===== src/hdl/bcf_pkg.sv =====
// Package for the boid cohesion force block: widths, register indexes, beat types.
// No dependencies.
`timescale 1ns / 1ps
package bcf_pkg;
    localparam int COORD_BITS     = 16;
    localparam int MAX_NEIGHBOURS = 1024;
    localparam int CNT_BITS       = $clog2(MAX_NEIGHBOURS) + 1;
    localparam int SUM_BITS       = COORD_BITS + CNT_BITS - 1;
    localparam int N_BITS         = SUM_BITS + 1;
    localparam int S_BITS         = 2 * SUM_BITS + 1;
    localparam int QBITS          = 15;
    localparam int FIFO_DEPTH     = 4;
    localparam int FIFO_ABITS     = 2;

    localparam logic [1:0] REG_WIDTH  = 2'd0;
    localparam logic [1:0] REG_HEIGHT = 2'd1;
    localparam logic [1:0] REG_RADIUS = 2'd2;
    localparam logic [1:0] REG_FORCE  = 2'd3;

    typedef struct packed {
        logic [COORD_BITS-1:0] self_x;
        logic [COORD_BITS-1:0] self_y;
        logic [CNT_BITS-1:0]   count;
        logic [SUM_BITS-1:0]   sum_x;
        logic [SUM_BITS-1:0]   sum_y;
    } query_t;
endpackage


===== src/hdl/bcf_front.sv =====
// Front part: wraps deltas, tests vision radius, accumulates sums; emits a query record on last.
// Depends on bcf_pkg.
`timescale 1ns / 1ps
module bcf_front import bcf_pkg::*; (
    input  logic                  aclk,
    input  logic                  aresetn,
    input  logic                  in_valid,
    output logic                  in_ready,
    input  logic [COORD_BITS-1:0] self_x,
    input  logic [COORD_BITS-1:0] self_y,
    input  logic [COORD_BITS-1:0] other_x,
    input  logic [COORD_BITS-1:0] other_y,
    input  logic                  nb_valid,
    input  logic                  nb_last,
    input  logic [15:0]           world_width,
    input  logic [15:0]           world_height,
    input  logic [15:0]           vision_radius,
    output logic                  q_valid,
    input  logic                  q_ready,
    output query_t                q_data
);
    // stage 1: wrapped deltas
    logic                  s1_valid_reg, s1_nb_reg, s1_last_reg;
    logic signed [17:0]    s1_dx_reg, s1_dy_reg;
    logic [COORD_BITS-1:0] s1_ox_reg, s1_oy_reg, s1_sx_reg, s1_sy_reg;
    logic signed [35:0]    dx_sq, dy_sq;
    // stage 2: squares
    logic                  s2_valid_reg, s2_nb_reg, s2_last_reg;
    logic [33:0]           s2_d2_reg;
    logic [31:0]           s2_r2_reg;
    logic [COORD_BITS-1:0] s2_ox_reg, s2_oy_reg, s2_sx_reg, s2_sy_reg;
    logic [SUM_BITS-1:0]   sum_x_reg, sum_y_reg;
    logic [CNT_BITS-1:0]   count_reg;
    logic                  stall;

    function automatic logic signed [17:0] wrap(input logic [15:0] o, input logic [15:0] s,
                                                input logic [15:0] w);
        logic signed [17:0] d, h;
        d = $signed({2'b00, o}) - $signed({2'b00, s});
        h = $signed({3'b000, w[15:1]});
        if (d > h) wrap = d - $signed({2'b00, w});
        else if (d < -h) wrap = d + $signed({2'b00, w});
        else wrap = d;
    endfunction

    assign stall    = s2_valid_reg && s2_last_reg && !q_ready;
    assign in_ready = !stall;
    assign dx_sq    = s1_dx_reg * s1_dx_reg;
    assign dy_sq    = s1_dy_reg * s1_dy_reg;

    always_ff @(posedge aclk) begin
        if (!aresetn) begin
            s1_valid_reg <= 1'b0;
            s2_valid_reg <= 1'b0;
        end else if (!stall) begin
            s1_valid_reg <= in_valid;
            s2_valid_reg <= s1_valid_reg;
        end
        if (!stall) begin
            s1_nb_reg   <= nb_valid;
            s1_last_reg <= nb_last;
            s1_dx_reg   <= wrap(other_x, self_x, world_width);
            s1_dy_reg   <= wrap(other_y, self_y, world_height);
            s1_ox_reg   <= other_x;
            s1_oy_reg   <= other_y;
            s1_sx_reg   <= self_x;
            s1_sy_reg   <= self_y;
            s2_nb_reg   <= s1_nb_reg;
            s2_last_reg <= s1_last_reg;
            s2_d2_reg   <= dx_sq[33:0] + dy_sq[33:0];
            s2_r2_reg   <= vision_radius * vision_radius;
            s2_ox_reg   <= s1_ox_reg;
            s2_oy_reg   <= s1_oy_reg;
            s2_sx_reg   <= s1_sx_reg;
            s2_sy_reg   <= s1_sy_reg;
        end
    end

    logic                seen;
    logic [SUM_BITS-1:0] sx_next, sy_next;
    logic [CNT_BITS-1:0] count_next;
    always_comb begin
        seen = s2_nb_reg && s2_d2_reg != '0 && s2_d2_reg < {2'b00, s2_r2_reg}
             && count_reg < CNT_BITS'(MAX_NEIGHBOURS);
        sx_next    = sum_x_reg + (seen ? SUM_BITS'(s2_ox_reg) : '0);
        sy_next    = sum_y_reg + (seen ? SUM_BITS'(s2_oy_reg) : '0);
        count_next = count_reg + (seen ? CNT_BITS'(1) : '0);
    end

    assign q_valid       = s2_valid_reg && s2_last_reg;
    assign q_data.self_x = s2_sx_reg;
    assign q_data.self_y = s2_sy_reg;
    assign q_data.sum_x  = sx_next;
    assign q_data.sum_y  = sy_next;
    assign q_data.count  = count_next;

    always_ff @(posedge aclk) begin
        if (!aresetn) begin
            sum_x_reg <= '0;
            sum_y_reg <= '0;
            count_reg <= '0;
        end else if (s2_valid_reg && !stall) begin
            if (s2_last_reg) begin
                sum_x_reg <= '0;
                sum_y_reg <= '0;
                count_reg <= '0;
            end else begin
                sum_x_reg <= sx_next;
                sum_y_reg <= sy_next;
                count_reg <= count_next;
            end
        end
    end

    assert property (@(posedge aclk) disable iff (!aresetn)
        count_reg <= CNT_BITS'(MAX_NEIGHBOURS)) else $error("count over limit");
    assert property (@(posedge aclk) disable iff (!aresetn)
        (s2_valid_reg && s2_last_reg && q_ready) |=> count_reg == '0)
        else $error("count not cleared after query");
    assert property (@(posedge aclk) disable iff (!aresetn)
        stall |=> $stable(s2_d2_reg)) else $error("stage moved while stalled");
endmodule


===== config.mk =====
export PLATFORM = sky130hd
export DESIGN_NAME = bcf_front
export DESIGN_NICKNAME = d
export VERILOG_FILES = /design/src/hdl/bcf_pkg.sv /design/src/hdl/bcf_front.sv
export SDC_FILE = /design/constraint.sdc
export NUM_CORES = 2
export LEC_CHECK = 0
export BUFFER_PORTS_ARGS = -buffer_cell sky130_fd_sc_hd__buf_4
export CELL_PAD_IN_SITES_DETAIL_PLACEMENT = 0
export CELL_PAD_IN_SITES_GLOBAL_PLACEMENT = 1
export CORE_ASPECT_RATIO = 0.8
export CORE_MARGIN = 5
export CORE_UTILIZATION = 55
export DETAILED_ROUTE_END_ITERATION = 7
export PLACE_DENSITY = 0.95
export SLEW_MARGIN = 20
export SYNTH_ARGS = -nofsm -noshare
export SYNTH_HDL_FRONTEND = slang
export SYNTH_SLANG_ARGS = --single-unit

===== constraint.sdc =====
create_clock -name aclk -period 22.4 [get_ports aclk]
set_input_delay 0 -clock aclk [delete_from_list [all_inputs] [get_ports aclk]]
set_output_delay 0 -clock aclk [all_outputs]
set_load 0.01 [all_outputs]

==> Word-level counts from Yosys, hierarchy flattened <==
Index checks and enable logic that the tools add are counted.
{ "word_totals": {"reg_bits": 299, "inputBits": 118, "out_inout_bits": 97, "word_cells": 61} }
{ "classes": {"addsub": 12, "mul": 3, "n_lt_le_gt_ge": 6, "muxes": 10, "n_reduce_logical": 9} }
{ "op_table": {"columns": ["operator", "n"], "rows": [
  ["two-way mux 18 bit", 4],
  ["multiplier 18 x 18 -> 34 bit", 2],
  ["adder 26 x 16 -> 26 bit", 2],
  ["two-way mux 26 bit", 2],
  ["adder 17 x 17 -> 18 bit", 2],
  ["less-than comparator 17 x 18 -> 1 bit", 2],
  ["negator 15 -> 18 bit", 2],
  ["subtractor 17 x 17 -> 18 bit", 2],
  ["adder 34 bit", 1],
  ["greater-than comparator 17 x 16 -> 1 bit", 2],
  ["less-than comparator 34 x 32 -> 1 bit", 1],
  ["nonzero test 34 bit", 1],
  ["subtractor 16 x 16 -> 17 bit", 2],
  ["multiplier 16 x 16 -> 32 bit", 1],
  ["two-way mux 16 bit", 2],
  ["adder 11 x 1 -> 11 bit", 1],
  ["less-than comparator 11 bit (second input constant)", 1],
  ["two-way mux 11 bit", 1],
  ["logical AND 1 bit", 6],
  ["zero test 1 bit", 2],
  ["two-way mux 1 bit", 1]
]} }

==> Logic depth before layout (Yosys ltp) <==
{ "depth": {"depth_word": 7, "mapped_depth": 30} }

==> Worst setup path after synthesis <==
Ideal clock, no wire load.
{ "synth_timing": {"path_type": "flip-flop to flip-flop", "startpoint": "register s1_dy_reg[0]", "endpoint": "register s2_d2_reg[33] (data pin)", "setup_time_ns": 0.258, "t_arrival_ns": 7.263, "setup_slack_ns": 14.880, "stages_incl_launch_ff": 25, "path_buffers": 2, "period_less_slack_ns": 7.520, "path_cell_list": "edfxtp_1 clkbuf_1 clkbuf_1 and2_1 fa_1 fa_1 inv_1 fa_1 inv_1 fa_1 fa_1 fa_1 fa_1 inv_1 fa_1 inv_1 ha_1 a21o_1 a21oi_1 or3b_2 o21a_1 o21ai_0 a21o_1 o21a_1 xnor2_1"} }
{ "synth_between": {"elab_chain_cells": 2} }
{ "synth_rtl": {"columns": ["element", "line_no", "text"], "rows": [
  ["start, declared", "bcf_front.sv:24", "logic signed [17:0] s1_dx_reg, s1_dy_reg;"],
  ["start signal, assigned", "bcf_front.sv:63", "s1_dy_reg <= wrap(other_y, self_y, world_height);"],
  ["multiplier 18 x 18 -> 34 bit", "bcf_front.sv:49", "assign dy_sq = s1_dy_reg * s1_dy_reg;"],
  ["adder 34 bit", "bcf_front.sv:70", "s2_d2_reg <= dx_sq[33:0] + dy_sq[33:0];"],
  ["end signal, assigned", "bcf_front.sv:70", null],
  ["end, declared", "bcf_front.sv:29", "logic [33:0] s2_d2_reg;"]
]} }
Every way passes these cells.
A chain may end at the register's enable or synchronous reset.

==> Worst setup path in the final report <==
{ "layout_timing": {"startpoint": "register s1_dy_reg[8]", "endpoint": "register s2_d2_reg[32] (data pin)"} }
Same word-level chain as after synthesis.

==> qor.yml <==
finalHoldViolations: 0
hold_slack_ps: 68.6
synth_most_common_cell: "inv_1"
hp-class: "primary input to flip-flop"
synth_edf_count: 233
via_count: 34100
worst_pin_slew_ps: 1080
ys_seq_area_share_pct: 17.7
path_class: "flip-flop to flip-flop"
synth_area_leader_cell: "fa_1"
drcViolationCount: 0
dieArea_um2: 91100
avgSynthCellArea_um2: 9.70
slew_headroom_pct: 28.1
hp-start: "vision_radius[15]"
io_buffers: 214
r2r-end: "s2_d2_reg[32]"
largest_reg_flops: 34
drive_above_1_share_pct: 6.37
cts.path.max_buffers: 3
die_y_um: 271
yosys-top-cells-count: "inv_1, fa_1, ha_1"
cts_tree: "done"
yosysTopAreaCellShare_pct: 33.8
global_route.peak_usage_layer: "met2"
ys_types: 89
wl_um: 114000
reg2reg_from: "s1_dy_reg[8]"
initial_core_util_pct: 55.6
cp.arrival_ps: 9210
crit_fanout: 19
fmax_mhz: 112
synthTopCellsByArea: "fa_1, edfxtp_1, ha_1"
gr-usage-met3_pct: 3.11
cpPeakStageDelay_ps: 950
clock_skew_ps: 30.7
grt_max_degree: 86
clkTransAtPathRegs_ps: 70
clock-root-buffer: "clkbuf_16"
grt_pass1_vias: 35500
synthAdderAreaFrac_pct: 46.6
multi_input_area_um2: 33900
dr.pass1.iters: 5
hpwlAfterDp_um: 92800
async_flop_share_pct: 0
timing.setup.tns_ps: 0
post_cts_buffers: 0
ys.flop_type: "edfxtp_1"
use_met1_pct: 35.8
synth_mux_area_share_pct: 0.438
nNetsFinal: 6433
synth_xor_area_share_pct: 3.70
insertion_delay_ps: 580
placedCellCount: 6053
clock-sinks: 298
cp-end-kind: "flip-flop"
grt_first_pass_wirelength_um: 187000
rsz0062_at_grt: "no"
synth_area_um2: 46800
regToRegSetupSlack_ps: 13500
io_pins: 215
synth_compound_area_share_pct: 9.64
status: "completed"
synth_cells: 4827
cp-start-kind: "flip-flop"
holdPathStages: 4
fin_util_pct: 61.0
yosys.area_share.simple_pct: 11.9
place.gp.congestion: 0.912
crit_slowest_cell: "a2111oi_0"
final-instance-count-excl-fill: 6189
syn_to_final_growth_pct: 9.88
n_fill_cell: 6887
antenna_found_initial: 2
vias_per_cell: 5.51
h-tree-depth: 2
rr_worst_depth: 24
hold_path_end: "s2_r2_reg[31]"
antenna_left: 0
maxCapViolCount: 0
ys_ff_latch: 298
wl_per_cell_um: 18.4
drt_iter0_drc: 2758
cp_common_cell: "fa_1"
required_ps: 22710
met2_usage_pct: 41.5
die_x_um: 336
ys_warn_count: 0
core_area_um2: 84300
cts_buffers: 34
synth_top_family_by_area: "adder cells"
final-seq-area_um2: 8300
crit_chain: "and2_1, inv_1, fa_1, inv_1, fa_1, fa_1, inv_1, fa_1, inv_1, fa_1, fa_1, fa_1, inv_1, fa_1, inv_1, ha_1, a21oi_1, o21ai_0, a311oi_2, a211oi_1, o21ai_0, a2111oi_0, o21ai_0, xnor2_1"
syn_nets: 6213
setup_viol: 0
slew_violations: 0
grtUsageTotal_pct: 25.6
final.period_utilization_pct: 39.7
post-route-min-period_ps: 8900
gr-total-overflow: 0
num_rows: 95
[routing by layer]
metal	share of wire, %	wire (um)	vias to the layer above
li1	-	-	15800
met1	42	48000	16900
met2	47	53800	1167
met3	6.6	7540	230
met4	4.0	4580	0
met5	0	0	-
[critical path, delay by kind of cell (launching register included)]
family                   cells  cell delay (ps)
flip-flops                   1              910
AND/OR/NAND/NOR              1              270
buffers and inverters        6              330
adder cells (fa/ha/maj)      9             4380
XOR/XNOR                     1              190
AO/OA/AOI/OAI                7             2510
[worst max-delay path by stage]
stage	start	endpoint	cells past startpoint
CTS	s1_dy_reg[8]	s2_d2_reg[32]	24
finish	s1_dy_reg[8]	s2_d2_reg[32]	24
floorplan	s1_dy_reg[0]	s2_d2_reg[33]	24
detailed placement	s1_dx_reg[11]	s2_d2_reg[32]	25
global route	s1_dx_reg[11]	s2_d2_reg[32]	25
global placement	s1_dx_reg[11]	s2_d2_reg[32]	25
[logic make-up after synthesis]
kind of cell             Yosys count
buffers and inverters           1248
AO/OA/AOI/OAI                    667
other                              1
XOR/XNOR                         198
multiplexers                      20
AND/OR/NAND/NOR                 1127
adder cells (fa/ha/maj)         1268
flip-flops                       298
[placed cells by master, fill, tap and decap left out, types with 51 or more instances in the layout]
master	count
fa_1	791
nor2_1	198
dfxtp_1	65
nor3_1	53
xnor2_1	147
buf_4	233
nand2_1	366
nor2b_1	77
o21ai_0	99
and2_1	213
a21oi_1	163
a21o_1	69
xor2_1	51
inv_1	1124
ha_1	477
edfxtp_1	233
dlygate4sd3_1	73
[metrics by stage]
step                      worst slack [ps]  cell area (um2)
after floorplan                      14880            46800
after global placement               13950            49500
after detailed placement             13690            49500
after CTS                            13640            51400
after global routing                 13080            51400
final                                13500            51400
[final cells by class]
class | count | share of cell area, %
multi-input cells | 3281 | 65.8
well taps | 1115 | 2.71
clock buffers | 42 | 1.73
diodes | 1 | 0.00486
repair buffers | 307 | 4.84
clock inverters | 20 | 0.545
inverters | 1125 | 8.21
flip-flops and latches | 298 | 16.1
[timing repair]
item                                   CTS  global route
resized for setup                        0             0
hold buffers                            73             0
endpoints found under the hold margin  102             0
Power is not shown: default switching activity piles up to over one toggle a cycle in this logic, so the estimate is an artifact.
