<file path="src/hdl/bcf_pkg.sv">
// Package for the boid cohesion force block: widths, register indexes, beat types.
// No dependencies.
`timescale 1ns / 1ps
package bcf_pkg;
    localparam int COORD_BITS     = 16;
    localparam int MAX_NEIGHBOURS = 1024;
    localparam int CNT_BITS       = $clog2(MAX_NEIGHBOURS) + 1;
    localparam int SUM_BITS       = COORD_BITS + CNT_BITS - 1;
    localparam int N_BITS         = SUM_BITS + 1;
    localparam int S_BITS         = 2 * SUM_BITS + 1;
    localparam int QBITS          = 15;
    localparam int FIFO_DEPTH     = 4;
    localparam int FIFO_ABITS     = 2;

    localparam logic [1:0] REG_WIDTH  = 2'd0;
    localparam logic [1:0] REG_HEIGHT = 2'd1;
    localparam logic [1:0] REG_RADIUS = 2'd2;
    localparam logic [1:0] REG_FORCE  = 2'd3;

    typedef struct packed {
        logic [COORD_BITS-1:0] self_x;
        logic [COORD_BITS-1:0] self_y;
        logic [CNT_BITS-1:0]   count;
        logic [SUM_BITS-1:0]   sum_x;
        logic [SUM_BITS-1:0]   sum_y;
    } query_t;
endpackage

</file>
<file path="src/hdl/bcf_fifo.sv">
// Short queue of query records between the front and back parts.
// Depends on bcf_pkg.
`timescale 1ns / 1ps
module bcf_fifo import bcf_pkg::*; (
    input  logic   aclk,
    input  logic   aresetn,
    input  logic   wr_valid,
    output logic   wr_ready,
    input  query_t wr_data,
    output logic   rd_valid,
    input  logic   rd_ready,
    output query_t rd_data
);
    query_t                mem_reg [FIFO_DEPTH];
    logic [FIFO_ABITS:0]   wptr_reg, rptr_reg;
    logic                  wr_en, rd_en;

    assign wr_ready = (wptr_reg - rptr_reg) != (FIFO_ABITS+1)'(FIFO_DEPTH);
    assign rd_valid = wptr_reg != rptr_reg;
    assign rd_data  = mem_reg[rptr_reg[FIFO_ABITS-1:0]];
    assign wr_en    = wr_valid && wr_ready;
    assign rd_en    = rd_valid && rd_ready;

    always_ff @(posedge aclk) begin
        if (!aresetn) begin
            wptr_reg <= '0;
            rptr_reg <= '0;
        end else begin
            if (wr_en) wptr_reg <= wptr_reg + 1'b1;
            if (rd_en) rptr_reg <= rptr_reg + 1'b1;
        end
        if (wr_en) mem_reg[wptr_reg[FIFO_ABITS-1:0]] <= wr_data;
    end
endmodule

</file>
<file path="config.mk">
export PLATFORM = sky130hd
export DESIGN_NAME = bcf_fifo
export DESIGN_NICKNAME = d
export VERILOG_FILES = /design/src/hdl/bcf_pkg.sv /design/src/hdl/bcf_fifo.sv
export SDC_FILE = /design/constraint.sdc
export NUM_CORES = 1
export LEC_CHECK = 0
export BUFFER_PORTS_ARGS = -buffer_cell sky130_fd_sc_hd__buf_2
export CAP_MARGIN = 5
export CELL_PAD_IN_SITES_DETAIL_PLACEMENT = 0
export CELL_PAD_IN_SITES_GLOBAL_PLACEMENT = 1
export CORE_ASPECT_RATIO = 1.75
export CORE_MARGIN = 2
export CORE_UTILIZATION = 54
export DETAILED_ROUTE_END_ITERATION = 16
export GPL_ROUTABILITY_DRIVEN = 0
export PLACE_DENSITY = 0.83
export SKIP_LAST_GASP = 1
export SLEW_MARGIN = 0
export SYNTH_ARGS = -nofsm -noshare
export SYNTH_HDL_FRONTEND = slang
export SYNTH_SLANG_ARGS = --single-unit
</file>
<file path="constraint.sdc">
create_clock -name aclk -period 13.8 [get_ports aclk]
set_clock_uncertainty 0.1 [all_clocks]
set_input_delay 3.45 -clock aclk [delete_from_list [all_inputs] [get_ports aclk]]
set_output_delay 3.45 -clock aclk [all_outputs]
set_load 0.005 [all_outputs]
</file>
Word level (Yosys, flattened, before mapping)
Memory sizes are Yosys's and may differ from the RTL's. A register that Yosys moved wholly into a read port is not among the register bits.
Index checks and enable logic that the tools add are counted.
Cells by class
  add/subtract/negate cells: 3
  $mul: 0
  div/mod/pow operators: 0
  order comparisons: 0
  equal/unequal tests: 2
  shift operators: 0
  multiplexer cells: 4
  bitwise gates (word level): 0
  reduce and logical (&&, ||, !) cells: 2
Operator list (count)
  3-bit by 1-bit adder with 3-bit output, second input constant: 2
  2-bit two-way mux: 2
  3-bit != test: 1
  3-bit != test, second input constant: 1
  3-bit subtractor: 1
  1-bit logical AND: 2
  1-bit two-way mux: 2
Word-level totals
  flip-flop bits (word level): 6
  bits in latches: 0
  RAM bits: 380
  ROM bits: 0
  input bits: 99
  word-level logic and storage cells: 14
  memories kept: 1
Memories
  mem_reg: depth 4, bits a word 95, rd ports 1, clocked after Yosys merged registers in 1, write ports 1, RTL line bcf_fifo.sv:14  | query_t mem_reg [FIFO_DEPTH];

Depth between registers and ports, before layout
Gate-level depths: netlist of run 1.
  depth after elaboration: 5
  gate-level depth with buffers: 6
  gate-level depth less buffers: 6

Least setup slack after synthesis of run 1
OpenSTA, ideal clock, no wires.
  path type: input-to-reg
  from: in wr_valid
  to: mem mem_reg[3][0] in the netlist's numbering, enable pin
  library setup time: 0.498 ns
  arrival: 6.402 ns
  slack: 6.800 ns
  cell stages on the path: 2
  path buffers: 0
  cells stage by stage: nand2_1 -> a31oi_2
On the way
  word-level cells in the longest chain between the ends: 3
RTL lines
  start, declared: RTL line bcf_fifo.sv:7  | input logic wr_valid,
  1-bit logical AND: RTL line bcf_fifo.sv:21  | assign wr_en = wr_valid && wr_ready;
  1-bit two-way mux: RTL line bcf_fifo.sv:32  | if (wr_en) mem_reg[wptr_reg[FIFO_ABITS-1:0]] <= wr_data;
  1-bit two-way mux (implied by the code): RTL line bcf_fifo.sv:32
  end, declared: RTL line bcf_fifo.sv:14
No other way between the ends.

==> Flow_metrics.wiki, run 1 <==
{| class="wikitable"
! Metric !! Value
|-
| DRT Wirelength || 26.7 mm
|-
| Number of hold violations in the final report || 0
|-
| Part of the total power dissipated in sequential elements || 0.492
|-
| Period utilisation layout || 0.492
|-
| Htree depth || 2
|-
| Number of remaining DRC errors || 0
|-
| Effective utilization at floorplan || 0.549
|-
| Most Crowded Layer GR || met2
|-
| Combinational Power Share || 0.219
|-
| CP Cell Sequence || buf_4 > mux4_2 > buf_2
|-
| Number of buffers and inverters on the critical path || 2
|-
| Family of cells with the greatest summed delay on the critical path || buffers and inverters
|-
| Fill count || 1,697
|-
| Max stage delay cell, worst path || buf_4
|-
| DRC violation total after the first TritonRoute iteration || 436
|-
| Wire length per cell || 24.0 µm
|-
| Post-Syn Nets || 654
|-
| Flip-flop and latch count after synthesis || slightly below 400
|-
| Clk slew on worst S/H paths || approximately 0.06 ns
|-
| Largest register FFs || between 300 and 400
|-
| Most frequent cells after synthesis || 380 x edfxtp_1, 95 x mux4_2, 10 x buf_2
|-
| Post-cts sizing count || 0
|-
| First-pass GRT wire length || 40.2 mm
|-
| RSZ-0062 raised after global routing || no
|-
| Switching component of the power || between 700 and 800 µW
|-
| Async set or reset register ratio after synthesis || 0
|-
| Die Footprint || about 28,000 µm²
|-
| Share of final-layout standard cells stronger than drive strength 1 || 0.444
|-
| Endpoint of the lowest-slack register-to-register path || mem_reg[2][33]
|-
| Total global routing overflow || 0
|-
| Required time of the worst setup path || 10.25 ns
|-
| FF-to-FF Start || wptr_reg[0]
|-
| Most used flip-flop cell after synthesis || edfxtp_1
|-
| Power share of the clock group || 0.289
|-
| Hold Crit Endpoint || wptr_reg[0]
|-
| Cell with the most instances after synthesis || edfxtp_1
|-
| Global routing usage on met1 || 0.226
|-
| Outcome || finished, final reports clean
|-
| Core Footprint || 25,900 µm²
|-
| Area post-placement || 15,500 µm²
|-
| Internal power contribution || 2.31 mW
|-
| Highest Clock Rate || 147 MHz
|-
| Vertical die dimension || 218 µm
|-
| Clock insertion delay at the later pin of the skew report || 0.51 ns
|-
| Synthesized area divided by synthesized cell count || around 26 µm²
|-
| Biggest cell delay along the critical path || 0.94 ns
|-
| Number of port buffers || 195
|-
| Dominant cells by area after synthesis || edfxtp_1 80%, mux4_2 15%, dfxtp_1 1.1%
|-
| Layout Cell Area excl Fill || 16,600 µm²
|-
| Switching share of power || 0.254
|-
| Warnings from Yosys || 0
|-
| Crit start category || flip-flop
|-
| Netlist cell types || 23
|-
| Shortest clock period the worst path allows after layout || 6.79 ns
|-
| Global-route usage over all layers || 0.194
|-
| Worst slew margin || 0.279
|-
| Number of detailed-route iterations in the first pass || 5
|-
| Via count || approximately 6,400
|-
| Ports placed on the boundary || 196
|-
| Worst Max-Slew Pin Slew || 1.08 ns
|-
| CTS Hold Bufs || 0
|-
| Total setup violations reported at the end of the flow || 0
|-
| Cell type with the highest aggregate area in the netlist || edfxtp_1
|-
| Leak pwr || 5.53 nW
|-
| Core Util, Final || 0.640
|-
| Worst min-delay path category || reg -> reg
|-
| Sum Neg Setup Slack || 0 ns
|-
| Number of antenna violations at the first check in global routing || 7
|-
| Largest driver fanout on the critical path || 54
|-
| MaxCap Viol Count || 0
|-
| Detailed Place HPWL || 16.1 mm
|-
| Worst vdd ir || ~140 µV
|-
| CTS Buffer Depth || 3
|-
| Power Density || ~190 nW/µm²
|-
| Pin count of the biggest net entering global routing || 56
|-
| Class of the most critical setup path || reg -> out
|-
| Mapped Area || approximately 14,000 µm²
|-
| Ratio of routed vias to standard cells || ~5.8
|-
| Slew Viols, Final || 0
|-
| Count of nets after finishing || 869
|-
| Number of buffers added by the clock tree synthesis step || 34
|-
| Part of the Yosys area used for sequential elements || 0.815
|-
| Number of cells on the worst reg-to-reg path || 7
|-
| Met3 Usage GRT || 0.0443
|-
| Type of destination of the critical path || output pin
|-
| Post-route antenna net violation count || 0
|-
| Via count of the first global-routing pass || 6,934
|-
| Cells after synthesis || about 550
|-
| Area growth, synth to finish || 16.7%
|-
| Buffers inserted during post-CTS setup optimization || 0
|-
| CTS tree || done
|-
| Crit. path cell count || 3
|-
| Post-synth EDFFs || 380
|-
| Standard-cell rows || 78
|-
| Met2 Use GR || 0.346
|-
| WP data arrival || between 3 and 4 ns
|-
| Startpoint of the lowest-slack hold path || wptr_reg[0]
|-
| Share of the synthesized area in the top cell type || 0.804
|-
| Hold path cells || 2
|-
| Minimum setup slack among reg-to-reg paths || 10.56 ns
|-
| Clock Sinks || just under 400
|-
| Clock root cell || clkbuf_16
|-
| Overall die width || 127 µm
|}
[power groups by stage]
stage                     logic (mW)  clock network (mW)  registers [mW]
after detailed placement       0.693                   0            1.55
final                          0.678               0.896            1.52
after global routing           0.728               0.961            1.54
after CTS                      0.696               0.915            1.53
after floorplan                0.473                   0            1.50
after global placement         0.680                   0            1.54
[cell families after synthesis]
kind of cell | Yosys count | share of synthesized area
adders and majority gates | 7 | 0.00617
buffers and inverters | 27 | 0.0109
DFF | 388 | 0.815
xor gates and xnor gates | 5 | 0.00414
muxes | 99 | 0.154
and+or+nand+nor | 18 | 0.00653
AOI/OAI and AO/OA | 4 | 0.00326
[stage by stage]
| stage | cells | hold slack (ns) | setup WS (ns) | power (mW) |
|---|---|---|---|---|
| 2_1_floorplan | 548 | 0.369 | 6.80 | 1.97 |
| 3_3_place_gp | 1047 | 0.385 | 7.45 | 2.22 |
| 3_5_place_dp | 1047 | 0.402 | 7.38 | 2.25 |
| 4_1_cts | 1106 | 0.409 | 6.84 | 3.14 |
| 5_1_grt | 1111 | 0.433 | 6.69 | 3.23 |
| 6_report | 1111 | 0.402 | 7.01 | 3.10 |
[cell usage in the layout (no fill, tap or decap), drive strengths merged]
cell,netlist,final
dfxtp,8,8
and2,6,6
ha,7,7
clkbuf,6,45
inv,4,4
nor2b,2,2
clkinvlp,0,1
mux2i,4,4
o21ai,1,1
nand2b,1,1
diode,0,5
edfxtp,380,380
o211ai,1,1
nand3,2,2
buf,17,202
nand2,7,7
xor2,1,1
bufinv,0,1
a31oi,2,2
mux4,95,95
clkinv,0,12
xnor2,4,4
[worst min-delay path: cells and delay by family, from the launching register on]
family | cells | cell delay [ns]
multiplexers | 1 | 0.05
AND/OR/NAND/NOR | 1 | 0.06
flip-flops | 1 | 0.34
[worst max path at each step]
stage,startpoint,end
5_1_grt,flip-flop,rd_data[8]
6_report,flip-flop,rd_data[8]
3_5_place_dp,flip-flop,rd_data[8]
3_3_place_gp,flip-flop,rd_data[8]
2_1_floorplan,wr_valid,mem_reg[3][0]
4_1_cts,flip-flop,rd_data[8]
[area by class of cell]
type	count	area, µm²	area share
multi-input combinational	133	2480	0.150
tap	320	400	0.0242
clock inverter	14	91.3	0.00551
antenna	5	12.5	0.000755
sequential	388	11600	0.699
clock buffer	45	956	0.0577
inverter	4	15.0	0.000906
timing repair buffer	202	1030	0.0621
[layer usage]
layer	share of wire	vias up
met5	0.00086	-
met2	0.56	228
met4	0.033	4
met3	0.057	55
li1	-	2779
met1	0.35	3360
Power figures use the tool's default switching activity.
==> run 2, diff against run 1 <==
--- a/config.mk
+++ b/config.mk
@@ -5,16 +5,17 @@
 export SDC_FILE = /design/constraint.sdc
 export NUM_CORES = 1
 export LEC_CHECK = 0
+export ABC_AREA = 1
 export BUFFER_PORTS_ARGS = -buffer_cell sky130_fd_sc_hd__buf_2
 export CAP_MARGIN = 5
 export CELL_PAD_IN_SITES_DETAIL_PLACEMENT = 0
 export CELL_PAD_IN_SITES_GLOBAL_PLACEMENT = 1
 export CORE_ASPECT_RATIO = 1.75
 export CORE_MARGIN = 2
-export CORE_UTILIZATION = 54
+export CORE_UTILIZATION = 47
 export DETAILED_ROUTE_END_ITERATION = 16
 export GPL_ROUTABILITY_DRIVEN = 0
-export PLACE_DENSITY = 0.83
+export PLACE_DENSITY = 0.78
 export SKIP_LAST_GASP = 1
 export SLEW_MARGIN = 0
 export SYNTH_ARGS = -nofsm -noshare
==> constraint.sdc (replaced) <==
create_clock -name aclk -period 6.9 [get_ports aclk]
set_clock_uncertainty 0.1 [all_clocks]
set_input_delay 1.725 -clock aclk [delete_from_list [all_inputs] [get_ports aclk]]
set_output_delay 1.725 -clock aclk [all_outputs]
set_load 0.005 [all_outputs]
==> run 2 against run 1 <==
Synthesized cell count increased by 80%; sequential share of layout area shrank 1.6 points; worst setup slack got worse by 5.1 ns; worst hold slack worse by 0.0028 ns; sequential power rose by 120%; highest routed layer unchanged; clock power rose by 120%; final cell count increased by 43%; register-to-register slack got worse by 6.8 ns.
==> Flow_metrics.wiki, run 2 <==
{| class="wikitable"
! Metric !! Value
|-
| Pin count of the biggest net entering global routing || 144
|-
| Core Footprint || 30,600 µm²
|-
| Crit start category || flip-flop
|-
| Shortest clock period the worst path allows after layout || 4.96 ns
|-
| Highest Clock Rate || 202 MHz
|-
| Sequential Area || 11,600 µm²
|-
| Most used flip-flop cell after synthesis || edfxtp_1
|-
| Power Density || ~450 nW/µm²
|-
| Number of remaining DRC errors || 0
|-
| Slew Viols, Final || 0
|-
| Worst vdd ir || 394 µV
|-
| Share of the synthesized area in the top cell type || 0.785
|-
| MaxCap Viol Count || 0
|-
| Synthesized area divided by synthesized cell count || 14.7 µm²
|-
| Total global routing overflow || 0
|-
| CP Cell Sequence || buf_4 > o21ai_0 > o22ai_1 > buf_2
|-
| Standard-cell rows || between 80 and 90
|-
| Cell type with the highest aggregate area in the netlist || edfxtp_1
|-
| Sum Neg Setup Slack || 0 ns
|-
| Adder-cell share of the synthesized area || 0.00602
|-
| Clk slew on worst S/H paths || around 0.07 ns
|-
| WP data arrival || 3.13 ns
|-
| Count of nets after finishing || 1,275
|-
| DRC violation total after the first TritonRoute iteration || 568
|-
| Number of buffers added by the clock tree synthesis step || 34
|-
| Synthesized-area fraction occupied by and/or/nand/nor cells || 0.0583
|-
| Share of final-layout standard cells stronger than drive strength 1 || 0.220
|-
| Largest driver fanout on the critical path || around 110
|-
| Dominant cells by area after synthesis || edfxtp_1 78%, o21ai_0 6.1%, nor2_1 5.1%
|-
| Ports placed on the boundary || 196
|-
| Commonest cells after routing, fill and taps aside || 380 x edfxtp_1, 196 x nor2_1, 195 x buf_2, 178 x o21ai_0, 95 x o22ai_1
|-
| Detailed Place HPWL || approximately 17 mm
|-
| Part of the Yosys area used for sequential elements || 0.796
|-
| Design Power || 7.70 mW
|-
| Mapped Area || 14,500 µm²
|-
| Period utilisation layout || 0.719
|-
| Footprint of the multi-input gates || between 2000 and 3000 µm²
|-
| Number of hold violations in the final report || 0
|-
| Post-cts sizing count || 0
|-
| Vertical die dimension || 237 µm
|-
| Required time of the worst setup path || 5.08 ns
|-
| Async set or reset register ratio after synthesis || 0
|-
| Max stage delay cell, worst path || buf_4
|-
| Wire length per cell || around 19 µm
|-
| Flip-flop and latch count after synthesis || 388
|-
| CTS tree || done
|-
| Number of detailed-route iterations in the first pass || 5
|-
| Fill count || 2,488
|-
| RSZ-0062 raised after global routing || no
|-
| Clock root cell || clkbuf_16
|-
| Type of destination of the critical path || output pin
|-
| Number of antenna violations at the first check in global routing || 9
|-
| Class of the most critical setup path || reg -> out
|-
| Via count || roughly 8,600
|-
| Post-synth EDFFs || 380
|-
| Clock insertion delay at the later pin of the skew report || 0.52 ns
|-
| Cell with the most instances after synthesis || edfxtp_1
|-
| Htree depth || 2
|-
| Most frequent cells after synthesis || 380 x edfxtp_1, 199 x nor2_1, 178 x o21ai_0
|-
| Synth Area in Compound Gates || 0.109
|-
| Netlist cell types || 21
|-
| Cells after synthesis || 988
|-
| Clock Sinks || around 390
|-
| Mux contribution to synthesized area || 0
|-
| Area growth, synth to finish || 16.5%
|-
| Total setup violations reported at the end of the flow || 0
|-
| Ratio of routed vias to standard cells || 5.39
|-
| Die Footprint || 32,400 µm²
|-
| First-pass GRT wire length || 45.5 mm
|-
| Leak pwr || 5.90 nW
|-
| Effective utilization at floorplan || 0.475
|-
| Largest register FFs || between 300 and 400
|-
| DRT Wirelength || 30.3 mm
|-
| Post-route antenna net violation count || 0
|-
| Overall die width || 137 µm
|-
| Buffers inserted during post-CTS setup optimization || 0
|-
| Worst min-delay path category || reg -> reg
|-
| Post-Syn Nets || 1,094
|-
| CTS Hold Bufs || 0
|-
| Outcome || finished, final reports clean
|-
| Warnings from Yosys || 0
|-
| Worst Max-Slew Pin Slew || 1.12 ns
|-
| Via count of the first global-routing pass || 8,311
|-
| Global-route usage over all layers || 0.186
|-
| Most frequent standard cell in the layout excluding fill and tap cells || edfxtp_1
|-
| Biggest cell delay along the critical path || 0.90 ns
|-
| CTS Buffer Depth || 3
|-
| Worst slew margin || 0.252
|-
| Xor/xnor cell area share of the yosys netlist || 0
|-
| Number of port buffers || around 200
|-
| Dominant combinational cell family by area after synthesis || compound AO/OA/AOI/OAI gates
|}
[run 2: final cells by class]
type | instances | area share
sequential | 388 | 0.683
multi-input combinational | 523 | 0.150
timing repair buffer | 206 | 0.0632
clock buffer | 46 | 0.0566
tap | 391 | 0.0289
clock inverter | 14 | 0.0128
inverter | 16 | 0.00406
antenna | 6 | 0.000886
[run 2: worst max-delay path: cells and delay by family, from the launching register on]
kind                   cells  cell delay [ns]
flip-flops                 1             0.89
buffers and inverters      2             1.08
AO/OA/AOI/OAI              2             0.51
[run 2: where the power goes]
part	total, mW	switching [mW]	internal, mW
Clock	1.99	0.783	1.20
Combinational	2.38	1.56	0.822
Sequential	3.34	0.202	3.14
[run 2: cells by family after synthesis]
group / after synthesis
AOI/OAI and AO/OA: 293
adders and majority gates: 7
buffers and inverters: 77
DFF: 388
and+or+nand+nor: 223
[run 2: stage by stage]
step                      hold slack, ns  cell area [µm²]  setup WS [ns]  instances   util
after floorplan                    0.362            14500          0.476        988      -
after global placement             0.383            15800           2.52       1524  0.514
after detailed placement           0.387            15800           2.47       1524  0.514
after CTS                          0.399            16900           1.91       1584  0.553
after global routing               0.462            16900           1.69       1590  0.553
final                              0.399            16900           1.94       1590  0.553
[run 2: worst paths after layout]
path	start	to	slack, ns	depth (start not counted)
setup reg to reg	rptr_reg[1]	mem_reg[1][62]	3.80	8
setup / recovery	flip-flop	rd_data[13]	1.94	4
hold reg to reg	rptr_reg[1]	flip-flop	0.40	2
hold / removal	rptr_reg[1]	flip-flop	0.40	2
[run 2: layer usage]
metal  track usage  part of all wire  wire length [µm]
met5             0            0.0011                32
met2         0.324              0.52             15800
met1         0.223              0.39             11700
met4        0.0794             0.035              1060
met3        0.0370             0.055              1680
==> run 3, diff against run 2 <==
--- a/config.mk
+++ b/config.mk
@@ -12,10 +12,10 @@
 export CELL_PAD_IN_SITES_GLOBAL_PLACEMENT = 1
 export CORE_ASPECT_RATIO = 1.75
 export CORE_MARGIN = 2
-export CORE_UTILIZATION = 47
+export CORE_UTILIZATION = 43
 export DETAILED_ROUTE_END_ITERATION = 16
 export GPL_ROUTABILITY_DRIVEN = 0
-export PLACE_DENSITY = 0.78
+export PLACE_DENSITY = 0.75
 export SKIP_LAST_GASP = 1
 export SLEW_MARGIN = 0
 export SYNTH_ARGS = -nofsm -noshare
==> constraint.sdc (replaced) <==
create_clock -name aclk -period 4.4 [get_ports aclk]
set_clock_uncertainty 0.1 [all_clocks]
set_input_delay 1.1 -clock aclk [delete_from_list [all_inputs] [get_ports aclk]]
set_output_delay 1.1 -clock aclk [all_outputs]
set_load 0.005 [all_outputs]
==> run 3 against run 2 <==
Power is 59% higher; highest routed layer unchanged; critical path depth grew 1; flip-flop and latch count unchanged; final cell count up 4.3%; worst setup slack lost 1.5 ns.
==> Flow_metrics.wiki, run 3 (synthesis results as in run 2) <==
{| class="wikitable"
! Metric !! Value
|-
| Global-route usage over all layers || 0.178
|-
| Hold slack || roughly 0.4 ns
|-
| Required time of the worst setup path || 3.20 ns
|-
| Standard-cell rows || around 90
|-
| Post-route insts no fill || 1,659
|-
| Via count of the first global-routing pass || 8,688
|-
| Sum Neg Setup Slack || 0 ns
|-
| Total global routing overflow || 0
|-
| Clock insertion delay at the later pin of the skew report || 0.52 ns
|-
| Shortest clock period the worst path allows after layout || a little under 4 ns
|-
| CTS Buffer Depth || 3
|-
| Power Density || 712 nW/µm²
|-
| Ports placed on the boundary || between 150 and 200
|-
| Commonest cells after routing, fill and taps aside || 380 x edfxtp_1, 196 x nor2_1, 195 x buf_2, 178 x o21ai_0, 95 x o22ai_1
|-
| Htree depth || 2
|-
| Largest driver fanout on the critical path || 116
|-
| CP Cell Sequence || inv_6 > buf_4 > o21ai_0 > o22ai_1 > buf_2
|-
| Area growth, synth to finish || 18.0%
|-
| Leak pwr || ~6 nW
|-
| RSZ-0062 raised after global routing || no
|-
| Number of instances in the placed design || between 1,500 and 2,000
|-
| Most frequent standard cell in the layout excluding fill and tap cells || edfxtp_1
|-
| Worst vdd ir || 409 µV
|-
| Count of nets after finishing || 1,284
|-
| Setup WS pre-CTS || 0.975 ns
|-
| Largest register FFs || 380
|-
| MaxCap Viol Count || 0
|-
| Detailed Place HPWL || between 15 and 20 mm
|-
| Family of cells with the greatest summed delay on the critical path || buffers and inverters
|-
| Clock Sinks || 388
|-
| Pin count of the biggest net entering global routing || 117
|-
| Type of destination of the critical path || output pin
|-
| DRT Wirelength || around 32 mm
|-
| Clock root cell || clkbuf_16
|-
| Effective utilization at floorplan || 0.434
|-
| Number of buffers and inverters on the critical path || 3
|-
| CTS tree || done
|-
| Wire length per cell || 19.1 µm
|-
| Outcome || finished, final reports clean
|-
| Slew Viols, Final || 0
|-
| CTS Hold Bufs || 0
|-
| Total setup violations reported at the end of the flow || 0
|-
| Number of remaining DRC errors || 0
|-
| Number of hold violations in the final report || 0
|-
| Vertical die dimension || approximately 250 µm
|-
| Clk slew on worst S/H paths || 0.06 ns
|-
| Post-cts sizing count || 0
|-
| Die Footprint || approximately 35,000 µm²
|-
| Crit start category || flip-flop
|-
| Fin worst setup slack || 0.445 ns
|-
| Ratio of routed vias to standard cells || 5.21
|-
| Max stage delay cell, worst path || buf_4
|-
| Number of detailed-route iterations in the first pass || 5
|-
| Highest Clock Rate || about 250 MHz
|-
| Via count || 8,638
|-
| Worst Max-Slew Pin Slew || 1.18 ns
|-
| Buffers inserted during post-CTS setup optimization || 0
|-
| Worst min-delay path category || reg -> reg
|-
| Overall die width || between 100 and 150 µm
|-
| Period utilisation layout || 0.899
|-
| DRC violation total after the first TritonRoute iteration || 489
|-
| Design Power || 12.2 mW
|-
| Number of port buffers || 195
|-
| Number of buffers added by the clock tree synthesis step || 36
|-
| Number of antenna violations at the first check in global routing || 5
|-
| Post-route antenna net violation count || 0
|-
| Worst slew margin || 0.212
|-
| Fill count || 2,819
|-
| Biggest cell delay along the critical path || 0.87 ns
|-
| First-pass GRT wire length || 47.6 mm
|-
| Class of the most critical setup path || reg -> out
|-
| Share of final-layout standard cells stronger than drive strength 1 || 0.229
|-
| WP data arrival || around 2.8 ns
|-
| Core Footprint || about 34,000 µm²
|}
-- run 3: cell count changes in the layout (fill, tap and decap cells not counted), sizes merged --
cell	previous run	this run
clkinvlp	0	5
inv	15	16
bufinv	6	5
buf	206	213
clkbuf	46	41
clkinv	9	12
diode	6	1
-- run 3: tightest hold or removal path, stage by stage (launching register included) --
cell,delay (ns)
dfxtp_1,0.31
inv_1,0.08
a21oi_1,0.07
-- run 3: final cells by class --
type	instances	area (µm²)	share of cell area
timing repair buffer	213	1210	0.0706
multi-input combinational	523	2540	0.148
clock inverter	22	246	0.0144
antenna	1	2.50	0.000146
sequential	388	11600	0.675
inverter	16	67.6	0.00394
clock buffer	41	941	0.0548
tap	455	569	0.0332
-- run 3: per-stage QoR --
stage	util	cell area, µm²
6_report	0.512	17200
3_5_place_dp	0.476	16000
2_1_floorplan	-	14500
5_1_grt	0.512	17200
4_1_cts	0.512	17200
3_3_place_gp	0.476	16000
-- run 3: final timing paths --
| kind | start | to | slack, ns | cells after the start |
|---|---|---|---|---|
| setup / recovery | flip-flop | rd_data[30] | 0.45 | 5 |
| hold / removal | rptr_reg[1] | flip-flop | 0.40 | 2 |
| setup reg to reg | wptr_reg[0] | mem_reg[0][75] | 1.93 | 10 |
| hold reg to reg | rptr_reg[1] | flip-flop | 0.40 | 2 |
-- run 3: layer usage --
layer,vias to the layer above,GRT usage,share of wire
met5,-,0,0.0017
met4,8,0.0638,0.027
met3,60,0.0351,0.054
met2,212,0.332,0.54
met1,4267,0.198,0.37
li1,4091,-,-
-- run 3: power by group --
group	leakage, nW	switching, mW	internal [mW]	total, mW
sequential	3.55	0.347	4.91	5.26
clock	0.563	1.30	1.83	3.13
combinational	1.85	2.45	1.39	3.83
